## src/rtl/core/sfc_pkg.sv

```systemverilog
// shared types, constants and keypad decode for the stick frame conditioner
package sfc_pkg;

   localparam int SampleWidth = 10;
   localparam int ChanWidth   = 8;
   localparam int MarginWidth = 8;
   localparam int PeakWidth   = 10;
   localparam int SweepWidth  = 11;
   localparam int CntWidth    = SweepWidth + 1;
   localparam int NumLanes    = 4;
   localparam int CsrAddrWidth = 4;
   localparam int CsrDataWidth = 32;

   // lane order: throttle, yaw, roll, pitch
   localparam int LaneThrottle = 0;
   localparam int LaneYaw      = 1;
   localparam int LaneRoll     = 2;
   localparam int LanePitch    = 3;

   // register indexes on the csr port
   localparam logic [1:0] CSR_DEADBAND   = 2'd0;
   localparam logic [1:0] CSR_BIND_PEAK  = 2'd1;
   localparam logic [1:0] CSR_BLINK_PEAK = 2'd2;

   localparam logic [MarginWidth-1:0] DEADBAND_RESET   = 8'd2;
   localparam logic [PeakWidth-1:0]   BIND_PEAK_RESET  = 10'd256;
   localparam logic [PeakWidth-1:0]   BLINK_PEAK_RESET = 10'd255;

   localparam logic [7:0] FLAG_BINDING = 8'hC0;
   localparam logic [7:0] FLAG_BLINK   = 8'h10;
   localparam logic [7:0] FLAG_CLEAR   = 8'h00;
   localparam logic [7:0] FLAG_LEFT    = 8'h80;
   localparam logic [7:0] FLAG_RIGHT   = 8'h40;
   localparam logic [7:0] FLAG_THIRD   = 8'h08;

   localparam logic [ChanWidth-1:0] CHAN_FULL  = 8'hFF;
   localparam logic [ChanWidth-1:0] CHAN_ZERO  = 8'h00;
   localparam logic [ChanWidth-1:0] MIRROR_MID = 8'h80;
   localparam logic [ChanWidth-1:0] MIRROR_TOP = 8'h7F;

   // keypad codes
   localparam logic [2:0] KEY_NONE  = 3'd0;
   localparam logic [2:0] KEY_ONE   = 3'd1;
   localparam logic [2:0] KEY_TWO   = 3'd2;
   localparam logic [2:0] KEY_THREE = 3'd3;
   localparam logic [2:0] KEY_FOUR  = 3'd4;
   localparam logic [2:0] KEY_FIVE  = 3'd5;
   localparam logic [2:0] KEY_ALL   = 3'd6;

   typedef logic [ChanWidth-1:0] chan_type;

   typedef struct packed {
      chan_type throttle;
      chan_type yaw;
      chan_type roll;
      chan_type pitch;
   } lanes_type;

   typedef struct packed {
      logic left;
      logic right;
      logic third;
   } buttons_type;

   typedef struct packed {
      chan_type   throttle;
      chan_type   yaw;
      chan_type   pitch;
      chan_type   roll;
      logic [7:0] flags;
      logic       changed;
   } frame_type;

   function automatic logic [2:0] ladder_code(input logic [SampleWidth-1:0] ks);
      logic [2:0] code;
      code = KEY_NONE;
      if (ks == 10'h3FF) begin
         code = KEY_ALL;
      end else if (ks >= 10'h09E && ks <= 10'h09F) begin
         code = KEY_ONE;
      end else if (ks >= 10'h12F && ks <= 10'h132) begin
         code = KEY_TWO;
      end else if (ks >= 10'h1C4 && ks <= 10'h1C9) begin
         code = KEY_THREE;
      end else if (ks >= 10'h263 && ks <= 10'h269) begin
         code = KEY_FOUR;
      end else if (ks >= 10'h319 && ks <= 10'h31F) begin
         code = KEY_FIVE;
      end
      return code;
   endfunction

   function automatic chan_type mirror(input chan_type v);
      return (v < MIRROR_MID) ? (MIRROR_TOP - v) : v;
   endfunction

endpackage

```

## src/rtl/core/sfc_lane.sv

```systemverilog
// one stick channel: scale down, deadband compare and held value
module sfc_lane (
   input  logic                             clock,
   input  logic                             reset,
   input  logic                             advance,
   input  logic [sfc_pkg::SampleWidth-1:0]  sample,
   input  logic [sfc_pkg::MarginWidth-1:0]  margin,
   output sfc_pkg::chan_type                held_next,
   output logic                             changed
);
   import sfc_pkg::*;

   chan_type held_ff;
   chan_type held_in;
   chan_type scaled;
   chan_type diff;

   assign scaled = sample[SampleWidth-1:2];
   assign diff   = (scaled >= held_ff) ? (scaled - held_ff) : (held_ff - scaled);
   assign changed   = (diff > margin);
   assign held_next = changed ? scaled : held_ff;
   assign held_in   = advance ? held_next : held_ff;

   always_ff @(posedge clock) begin
      if (reset) begin
         held_ff <= '0;
      end else begin
         held_ff <= held_in;
      end
   end

endmodule

```

## src/rtl/core/sfc_merge.sv

```systemverilog
// bind and blink sweep, flag byte and mirrored axes from the lane results
module sfc_merge (
   input  logic                            clock,
   input  logic                            reset,
   input  logic                            advance,
   input  sfc_pkg::lanes_type              held,
   input  logic [sfc_pkg::NumLanes-1:0]    lane_changed,
   input  sfc_pkg::buttons_type            buttons,
   input  logic [sfc_pkg::SampleWidth-1:0] ladder,
   input  logic [sfc_pkg::PeakWidth-1:0]   bind_peak,
   input  logic [sfc_pkg::PeakWidth-1:0]   blink_peak,
   output sfc_pkg::frame_type              frame
);
   import sfc_pkg::*;

   logic [SweepWidth-1:0] sweep_ff, sweep_in;
   logic                  down_ff, down_in;
   logic                  binding_ff, binding_in;
   logic [7:0]            flag_ff, flag_in;
   chan_type              yaw_ff, yaw_in;
   chan_type              pitch_ff, pitch_in;
   chan_type              roll_ff, roll_in;

   always_comb begin
      logic signed [CntWidth-1:0] cnt;
      logic signed [CntWidth-1:0] bind_lim;
      logic signed [CntWidth-1:0] blink_lim;
      logic [7:0]                 flag;
      logic                       down;
      logic                       bind_on;
      logic [SweepWidth-1:0]      sweep;
      chan_type                   yaw, pitch, roll;

      bind_lim  = $signed({2'b00, bind_peak});
      blink_lim = $signed({2'b00, blink_peak});
      cnt   = $signed({1'b0, sweep_ff}) + (down_ff ? -12'sd1 : 12'sd1);
      flag  = flag_ff;
      down  = down_ff;
      bind_on = binding_ff;
      sweep = sweep_ff;
      yaw   = yaw_ff;
      pitch = pitch_ff;
      roll  = roll_ff;

      if (binding_ff) begin
         flag  = FLAG_BINDING;
         sweep = cnt[CntWidth-1] ? '0 : cnt[SweepWidth-1:0];
         if (!down) begin
            if (cnt > bind_lim) down = 1'b1;
         end else if (cnt[CntWidth-1]) begin
            down  = 1'b0;
            sweep = '0;
            bind_on = 1'b0;
            flag  = FLAG_CLEAR;
         end
         // throttle check runs after the counter check, same tick
         if (!down) begin
            if (held.throttle == CHAN_FULL) down = 1'b1;
         end else if (held.throttle == CHAN_ZERO) begin
            down  = 1'b0;
            sweep = '0;
            bind_on = 1'b0;
            flag  = FLAG_CLEAR;
         end
      end else begin
         yaw   = mirror(held.yaw);
         roll  = mirror(held.roll);
         pitch = mirror(held.pitch);
         if (!down) begin
            if (cnt > blink_lim) begin
               down = 1'b1;
               cnt  = blink_lim;
               flag = FLAG_BLINK;
            end
         end else if (cnt[CntWidth-1]) begin
            down = 1'b0;
            cnt  = '0;
            flag = FLAG_CLEAR;
         end
         sweep = cnt[SweepWidth-1:0];
      end

      if (buttons.left)  flag = flag | FLAG_LEFT;
      if (buttons.right) flag = flag | FLAG_RIGHT;
      if (buttons.third) flag = flag | FLAG_THIRD;
      flag = flag | {5'b0, ladder_code(ladder)};

      sweep_in   = sweep;
      down_in    = down;
      binding_in = bind_on;
      flag_in    = flag;
      yaw_in     = yaw;
      pitch_in   = pitch;
      roll_in    = roll;
   end

   always_ff @(posedge clock) begin
      if (reset) begin
         sweep_ff   <= '0;
         down_ff    <= 1'b0;
         binding_ff <= 1'b1;
         flag_ff    <= '0;
         yaw_ff     <= '0;
         pitch_ff   <= '0;
         roll_ff    <= '0;
      end else if (advance) begin
         sweep_ff   <= sweep_in;
         down_ff    <= down_in;
         binding_ff <= binding_in;
         flag_ff    <= flag_in;
         yaw_ff     <= yaw_in;
         pitch_ff   <= pitch_in;
         roll_ff    <= roll_in;
      end
   end

   assign frame.throttle = held.throttle;
   assign frame.yaw      = yaw_in;
   assign frame.pitch    = pitch_in;
   assign frame.roll     = roll_in;
   assign frame.flags    = flag_in;
   assign frame.changed  = |lane_changed;

`ifndef SYNTHESIS
   a_bind_never_restarts: assert property (@(posedge clock) disable iff (reset)
      !$rose(binding_ff))
      else $error("binding restarted without reset");

   a_sweep_in_range: assert property (@(posedge clock) disable iff (reset)
      sweep_ff <= 11'd1024)
      else $error("sweep counter out of range");

   a_bind_ends_at_zero: assert property (@(posedge clock) disable iff (reset)
      $fell(binding_ff) |-> sweep_ff == '0)
      else $error("sweep counter not cleared at end of binding");

   a_bind_flags: assert property (@(posedge clock) disable iff (reset)
      advance && binding_ff && binding_in |=> flag_ff[7:6] == 2'b11)
      else $error("bind flags missing while binding");
`endif

endmodule

```

## src/rtl/core/stick_frame_conditioner.sv

```systemverilog
// stick frame conditioner top: csr block, four channel lanes, merge and output stage
//
//   channel   direction   handshake                         beat
//   req_      in          req_valid / req_ready             four samples, buttons, ladder
//   rsp_      out         rsp_valid / rsp_ready             one conditioned frame
//   csr_      in/out      psel, penable, pwrite, pready     32-bit register access
//
// one beat is accepted per cycle while req_ready is high; its frame enters the output
// register in the next cycle; lane compare, sweep and flag update are combinational.
// a stalled frame blocks the next beat only while it is still not taken.
// reset is synchronous: held channels, sweep and axes clear, binding starts,
// registers return to their defaults.
module stick_frame_conditioner (
   input  logic                                clock,
   input  logic                                reset,
   input  logic                                req_valid,
   output logic                                req_ready,
   input  logic [sfc_pkg::SampleWidth-1:0]     req_sample_throttle,
   input  logic [sfc_pkg::SampleWidth-1:0]     req_sample_yaw,
   input  logic [sfc_pkg::SampleWidth-1:0]     req_sample_roll,
   input  logic [sfc_pkg::SampleWidth-1:0]     req_sample_pitch,
   input  logic                                req_left_pressed,
   input  logic                                req_right_pressed,
   input  logic                                req_third_pressed,
   input  logic [sfc_pkg::SampleWidth-1:0]     req_ladder_sample,
   output logic                                rsp_valid,
   input  logic                                rsp_ready,
   output logic [sfc_pkg::ChanWidth-1:0]       rsp_throttle_out,
   output logic [sfc_pkg::ChanWidth-1:0]       rsp_yaw_out,
   output logic [sfc_pkg::ChanWidth-1:0]       rsp_pitch_out,
   output logic [sfc_pkg::ChanWidth-1:0]       rsp_roll_out,
   output logic [7:0]                          rsp_flag_byte,
   output logic                                rsp_any_changed,
   input  logic                                csr_psel,
   input  logic                                csr_penable,
   input  logic                                csr_pwrite,
   input  logic [sfc_pkg::CsrAddrWidth-1:0]    csr_paddr,
   input  logic [sfc_pkg::CsrDataWidth-1:0]    csr_pwdata,
   output logic [sfc_pkg::CsrDataWidth-1:0]    csr_prdata,
   output logic                                csr_pready
);
   import sfc_pkg::*;

   logic [MarginWidth-1:0] deadband_ff, deadband_in;
   logic [PeakWidth-1:0]   bind_peak_ff, bind_peak_in;
   logic [PeakWidth-1:0]   blink_peak_ff, blink_peak_in;
   logic                   csr_write;
   logic [1:0]             csr_index;

   logic                   advance;
   logic                   out_valid_ff, out_valid_in;
   frame_type              out_ff, out_in;
   frame_type              frame;
   lanes_type              held;
   logic [NumLanes-1:0]    lane_changed;
   buttons_type            buttons;

   // configuration registers
   assign csr_pready = 1'b1;
   assign csr_write  = csr_psel && csr_penable && csr_pwrite;
   assign csr_index  = csr_paddr[3:2];

   always_comb begin
      deadband_in   = deadband_ff;
      bind_peak_in  = bind_peak_ff;
      blink_peak_in = blink_peak_ff;
      if (csr_write) begin
         case (csr_index)
            CSR_DEADBAND:   deadband_in   = csr_pwdata[MarginWidth-1:0];
            CSR_BIND_PEAK:  bind_peak_in  = csr_pwdata[PeakWidth-1:0];
            CSR_BLINK_PEAK: blink_peak_in = csr_pwdata[PeakWidth-1:0];
            default: ;
         endcase
      end
   end

   always_comb begin
      case (csr_index)
         CSR_DEADBAND:   csr_prdata = {{(CsrDataWidth-MarginWidth){1'b0}}, deadband_ff};
         CSR_BIND_PEAK:  csr_prdata = {{(CsrDataWidth-PeakWidth){1'b0}}, bind_peak_ff};
         CSR_BLINK_PEAK: csr_prdata = {{(CsrDataWidth-PeakWidth){1'b0}}, blink_peak_ff};
         default:        csr_prdata = '0;
      endcase
   end

   always_ff @(posedge clock) begin
      if (reset) begin
         deadband_ff   <= DEADBAND_RESET;
         bind_peak_ff  <= BIND_PEAK_RESET;
         blink_peak_ff <= BLINK_PEAK_RESET;
      end else begin
         deadband_ff   <= deadband_in;
         bind_peak_ff  <= bind_peak_in;
         blink_peak_ff <= blink_peak_in;
      end
   end

   // input beat goes in whenever the output register is free or draining
   assign req_ready = !out_valid_ff || rsp_ready;
   assign advance   = req_valid && req_ready;

   sfc_lane u_lane_throttle (
      .clock     (clock),
      .reset     (reset),
      .advance   (advance),
      .sample    (req_sample_throttle),
      .margin    (deadband_ff),
      .held_next (held.throttle),
      .changed   (lane_changed[LaneThrottle])
   );

   sfc_lane u_lane_yaw (
      .clock     (clock),
      .reset     (reset),
      .advance   (advance),
      .sample    (req_sample_yaw),
      .margin    (deadband_ff),
      .held_next (held.yaw),
      .changed   (lane_changed[LaneYaw])
   );

   sfc_lane u_lane_roll (
      .clock     (clock),
      .reset     (reset),
      .advance   (advance),
      .sample    (req_sample_roll),
      .margin    (deadband_ff),
      .held_next (held.roll),
      .changed   (lane_changed[LaneRoll])
   );

   sfc_lane u_lane_pitch (
      .clock     (clock),
      .reset     (reset),
      .advance   (advance),
      .sample    (req_sample_pitch),
      .margin    (deadband_ff),
      .held_next (held.pitch),
      .changed   (lane_changed[LanePitch])
   );

   assign buttons.left  = req_left_pressed;
   assign buttons.right = req_right_pressed;
   assign buttons.third = req_third_pressed;

   sfc_merge u_merge (
      .clock        (clock),
      .reset        (reset),
      .advance      (advance),
      .held         (held),
      .lane_changed (lane_changed),
      .buttons      (buttons),
      .ladder       (req_ladder_sample),
      .bind_peak    (bind_peak_ff),
      .blink_peak   (blink_peak_ff),
      .frame        (frame)
   );

   // output register
   assign out_in       = advance ? frame : out_ff;
   assign out_valid_in = advance || (out_valid_ff && !rsp_ready);

   always_ff @(posedge clock) begin
      if (reset) begin
         out_valid_ff <= 1'b0;
      end else begin
         out_valid_ff <= out_valid_in;
      end
   end

   always_ff @(posedge clock) begin
      out_ff <= out_in;
   end

   assign rsp_valid        = out_valid_ff;
   assign rsp_throttle_out = out_ff.throttle;
   assign rsp_yaw_out      = out_ff.yaw;
   assign rsp_pitch_out    = out_ff.pitch;
   assign rsp_roll_out     = out_ff.roll;
   assign rsp_flag_byte    = out_ff.flags;
   assign rsp_any_changed  = out_ff.changed;

`ifndef SYNTHESIS
   a_accept_gives_frame: assert property (@(posedge clock) disable iff (reset)
      advance |=> rsp_valid)
      else $error("accepted beat produced no frame");

   a_frame_taken_or_replaced: assert property (@(posedge clock) disable iff (reset)
      rsp_valid && rsp_ready && !advance |=> !rsp_valid)
      else $error("frame repeated after being taken");

   a_csr_write_lands: assert property (@(posedge clock) disable iff (reset)
      csr_write && csr_index == CSR_DEADBAND |=>
         deadband_ff == $past(csr_pwdata[MarginWidth-1:0]))
      else $error("deadband write lost");
`endif

endmodule
```

## config.mk

```make
export PLATFORM = sky130hd
export DESIGN_NAME = stick_frame_conditioner
export DESIGN_NICKNAME = d
export VERILOG_FILES = /design/src/rtl/core/sfc_pkg.sv /design/src/rtl/core/sfc_lane.sv /design/src/rtl/core/sfc_merge.sv /design/src/rtl/core/stick_frame_conditioner.sv
export SDC_FILE = /design/constraint.sdc
export NUM_CORES = 1
export LEC_CHECK = 0
export ABC_CLOCK_PERIOD_IN_PS = 6900
export BUFFER_PORTS_ARGS = -buffer_cell sky130_fd_sc_hd__clkbuf_2
export CORE_ASPECT_RATIO = 1.1
export CORE_MARGIN = 2
export CORE_UTILIZATION = 40
export CTS_BUF_LIST = sky130_fd_sc_hd__clkbuf_16
export DETAILED_ROUTE_END_ITERATION = 16
export PLACE_DENSITY = 0.63
export SETUP_SLACK_MARGIN = 0.4
export SLEW_MARGIN = 10
export SYNTH_ARGS = -nofsm -noshare
export SYNTH_HDL_FRONTEND = slang
export SYNTH_HIERARCHICAL = 1
export SYNTH_SLANG_ARGS = --single-unit
```

## constraint.sdc

```tcl
create_clock -name clock -period 6.9 [get_ports clock]
set_input_delay 0.69 -clock clock [delete_from_list [all_inputs] [get_ports clock]]
set_output_delay 0.69 -clock clock [all_outputs]
set_load 0.02 [all_outputs]
```

-- Word-level counts from Yosys, hierarchy flattened
Cells that the tools add are included.
- add/sub/neg operators: 12
- magnitude comparators: 23
- eq/ne operators: 4
- mux-type cells: 56
- bitwise operators: 1
- reductions and logical operators: 19
- operators by type and width (operator ; count):
    2-to-1 mux 8 bit ; 23
    2-to-1 mux 11 bit ; 9
    subtractor 8 bit ; 8
    greater-or-equal comparator 8 bit ; 4
    > comparator 8 bit ; 4
    one-hot mux 10 bit (3 select lines) ; 1
    > comparator 12 x 11 -> 1 bit ; 2
    < comparator 8 bit, second input constant ; 3
    subtractor 7 x 8 -> 8 bit, first input constant ; 3
    greater-or-equal comparator 10 bit, second input constant ; 2
    greater-or-equal comparator 10 x 9 -> 1 bit, second input constant ; 2
    <= comparator 10 bit, second input constant ; 2
    <= comparator 10 x 9 -> 1 bit, second input constant ; 2
    2-to-1 mux 3 bit ; 6
    2-to-1 mux 1 bit ; 14
    adder 12 bit ; 1
    2-to-1 mux 12 bit ; 1
    == test 10 bit, second input constant ; 1
    greater-or-equal comparator 10 x 8 -> 1 bit, second input constant ; 1
    <= comparator 10 x 8 -> 1 bit, second input constant ; 1
    logical AND 1 bit ; 9
    == test 8 bit, second input constant ; 1
    zero test 8 bit ; 1
    bitwise OR 8 x 3 -> 8 bit ; 1
    9 further kinds ; 13
- flip-flop bits (word level): 147
- input bits: 96
- output and inout port bits: 76
- word-level logic and storage cells: 136

-- Depth between registers and ports, before layout
- depth after elaboration: 12
- depth in mapped cells: 24
- mapped depth without buffers: 23

-- Cells and area by module
Netlist, hierarchy kept.
- modules (own cells, without submodules) (module ; times used ; cells an instance ; area an instance (um^2) ; sequential area each (um^2)):
    sfc_lane ; 4 ; 165 ; 1290.0 ; 160.2
    sfc_merge ; 1 ; 505 ; 3885.0 ; 900.9
    stick_frame_conditioner ; 1 ; 216 ; 2844.0 ; 1811.7

-- Least setup slack after synthesis
OpenSTA, ideal clock, no wires.
- kind: input -> register
- start point: in req_sample_throttle[2] (netlist name)
- end point: reg u_merge.sweep_ff[10]
- setup time: 0.144 ns
- arrival time: 5.240 ns
- data required time: 6.756 ns
- setup slack: 1.515 ns
- stages: 24
- path buffers: 1
- cell sequence: inv_1 ha_1 inv_1 fa_1 nand3_1 a31oi_1 nor2_1 mux2_1 a221oi_2 xnor2_1 ha_1 a21o_1 a21o_1 a21oi_1 a21boi_1 buf_2 mux2_1 nor4_1 and2_1 nand2_1 a211oi_1 a311oi_2 a32oi_2 o32ai_1
- RTL lines (element ; line ; text):
    start, declared ; stick_frame_conditioner.sv:18 ; input logic [sfc_pkg::SampleWidth-1:0] req_sample_throttle,
    end signal, assigned ; sfc_merge.sv:107 ; sweep_ff <= sweep_in;
    end, declared ; sfc_merge.sv:16 ; logic [SweepWidth-1:0] sweep_ff, sweep_in;

==> qor.csv <==
stage;metric;value;unit
outcome;status;completed;
power;cellPowerDensity;462;nW/um^2
sta;period_needed;5870;ps
routing;post-route-drc-count;0;
power;finalPower;6120;uW
global_route;use_met3;0.0355;
power;leakagePower;0.00577;uW
clock_network;clkLatencyLatePin;430;ps
final_layout;diodes;0;
final_layout;fin_util;0.450;
sta;tns;0;ps
placement;io_buffers;116;
sta;slew_violations;0;
sta;layout_worst_path_cycle_share;0.851;
floorplan;die_h;185;um
global_route;grt_max_degree;81;
synth;synthTopCellsByArea;dfxtp_1, ha_1, edfxtp_1;
global_route;gr-usage-met2;0.347;
final_layout;drive_gt1_frac;0.140;
final_layout;top_regs;u_merge/sweep_ff x11, bind_peak_ff x10, blink_peak_ff x10;
synth;synthArstFlopShare;0;
clock_network;ctsResizeCount;0;
floorplan;start_util;0.404;
placement;gp_congestion;0.893;
synth;yosys_warnings;6;
floorplan;fp.dieW;168;um
clock_network;root_buffer;clkbuf_16;
worst_setup_path;crit_path_max_fanout;9;
routing;drt_iter0_markers;660;
routing;wl_per_cell;16.7;um
final_layout;top_register;u_merge/sweep_ff;
synth;yosys.area.top_type_share;0.178;
global_route;grt_pass1_vias;9731;
synth;avgSynthCellArea;8.61;um^2
job;maxCapViolations;0;
global_route;antenna_found_initial;1;
global_route;overflow;0;
floorplan;ioPinCount;172;
sta;hold_viol;0;
synth;synthCells;1381;
routing;firstDrtPassIters;7;
clock_network;post-cts-setup-buffers;0;
synth;ys_seq_elements;147;
floorplan;std_cell_rows;66;
routing;wirelength;30800;um
final_layout;final_cell_mix;inv_1, ha_1, clkbuf_2;
floorplan;core_area;29400;um^2
routing;vias;10089;
clock_network;cts.clk_slew.worst_paths;70;ps
worst_setup_path;end_kind;flop;
sta;fmax;170;MHz
final_layout;nets;1687;
routing;postRouteAntennaNets;0;
routing;vias_per_cell;5.47;
sta;slew_headroom;0.207;
sta;rsz0062_at_grt;no;
final_layout;largest_reg_flops;11;
sta;setup_viol;0;
synth;yosysSeqAreaShare;0.282;
power;ir_worst_vdd;0.186;mV
placement;dpl.hpwl;22400;um
floorplan;dieArea;31100;um^2
worst_setup_path;startpoint_type;flop;
global_route;gr-usage-met1;0.242;
global_route;grt_pass1_wl;48900;um
clock_network;hold_buffers;0;
final_layout;syn2layout_area_growth;11.2;%
clock_network;cts.sinks;147;
synth;synth_edf_count;41;
clock_network;h-tree-depth;4;
worst_setup_path;path_class;reg2reg;
synth;synth.cell_area;11900;um^2
sta;worstMarginPinSlew;1190;ps
global_route;grt_usage;0.195;
clock_network;cts_buffers;17;
sta;clock_skew;12.1;ps
global_route;grt-busiest-layer;met2;
worst_setup_path;cp.arrival;6050;ps
clock_network;tritoncts;built;
synth;synth_top_cell_by_area;dfxtp_1;
synth;synth_cell_types;81;
synth;synth_top_flop_cell;dfxtp_1;
worst_setup_path;required;7080;ps
final_layout;final_common_cell;inv_1;
clock_network;cts_max_path_buffers;2;
min_path;hp-class;reg2reg;
## area by class of cell
class / count / area [um^2]
clock buffers: 18 / 450
clock inverters: 14 / 184
fillers: 2880 / 16200
inverters: 134 / 503
multi-input cells: 1033 / 7610
flip-flops and latches: 147 / 3350
well taps: 374 / 468
repair buffers: 126 / 658
## power breakdown
group,internal [uW],switching [uW]
Clock,626,402
Sequential,1100,148
Combinational,1560,2280
## cells by family after synthesis
| group | count (synthesis) | synth area share |
|---|---|---|
| compound gates | 337 | 0.195 |
| xor+xnor | 53 | 0.0390 |
| fa+ha+maj | 132 | 0.145 |
| buf+inv | 222 | 0.0858 |
| flops | 147 | 0.282 |
| mux | 107 | 0.0917 |
| other cells | 2 | 0.000632 |
| simple gates | 381 | 0.161 |
## synthesized netlist by cell type, drive strengths merged, types with 16 or more instances
library cell  count
edfxtp           41
xor2             28
xnor2            25
nand2            99
nand2b           39
a21oi            69
o21ai           110
inv             134
clkbuf           26
mux2i            92
buf              62
ha              123
dfxtp           106
nor2             94
a21o             21
o21a             16
a31oi            35
nand3            53
nand4            16
## worst max-delay path, stage by stage (launching register included)
cell	delay [ps]
dfxtp_1	330
inv_1	70
ha_1	170
inv_1	60
fa_1	380
a21o_1	190
a21o_1	180
a32oi_2	270
o221ai_2	140
a222oi_1	330
xnor2_1	180
ha_1	270
and4_1	250
nand2_1	130
a21boi_2	660
mux2_1	420
nor4_1	470
nand2_1	190
a2111oi_2	300
a221oi_2	100
nor3b_1	190
or3b_1	350
## per-layer routing
metal  wire length [um]  share of wire
met1              13900           0.45
met2              15100           0.49
met3               1350          0.044
met4                442          0.014
met5                  0              0
## worst paths after layout
path                                            from                               to  slack [ps]  cells past startpoint
max          u_lane_throttle/held_ff[0]$_SDFFE_PP0P_       rsp_flag_byte[6]$_DFFE_PP_        1030                     21
min                  u_merge/flag_ff[5]$_SDFFE_PP0P_  u_merge/flag_ff[5]$_SDFFE_PP0P_         470                      1
max reg2reg  u_lane_throttle/held_ff[0]$_SDFFE_PP0P_       rsp_flag_byte[6]$_DFFE_PP_        1030                     21
min reg2reg          u_merge/flag_ff[5]$_SDFFE_PP0P_  u_merge/flag_ff[5]$_SDFFE_PP0P_         470                      1
## stage by stage
stage                     instance area (um^2)  cells  hold slack, ps  worst slack [ps]
after floorplan                          12000   1402             447              1520
after global placement                   12600   1814             457               333
after detailed placement                 12600   1814             465               294
after CTS                                13200   1846             468               645
after global routing                     13200   1846             485               608
final                                    13200   1846             473              1030
(Power assumes the default switching activity.)
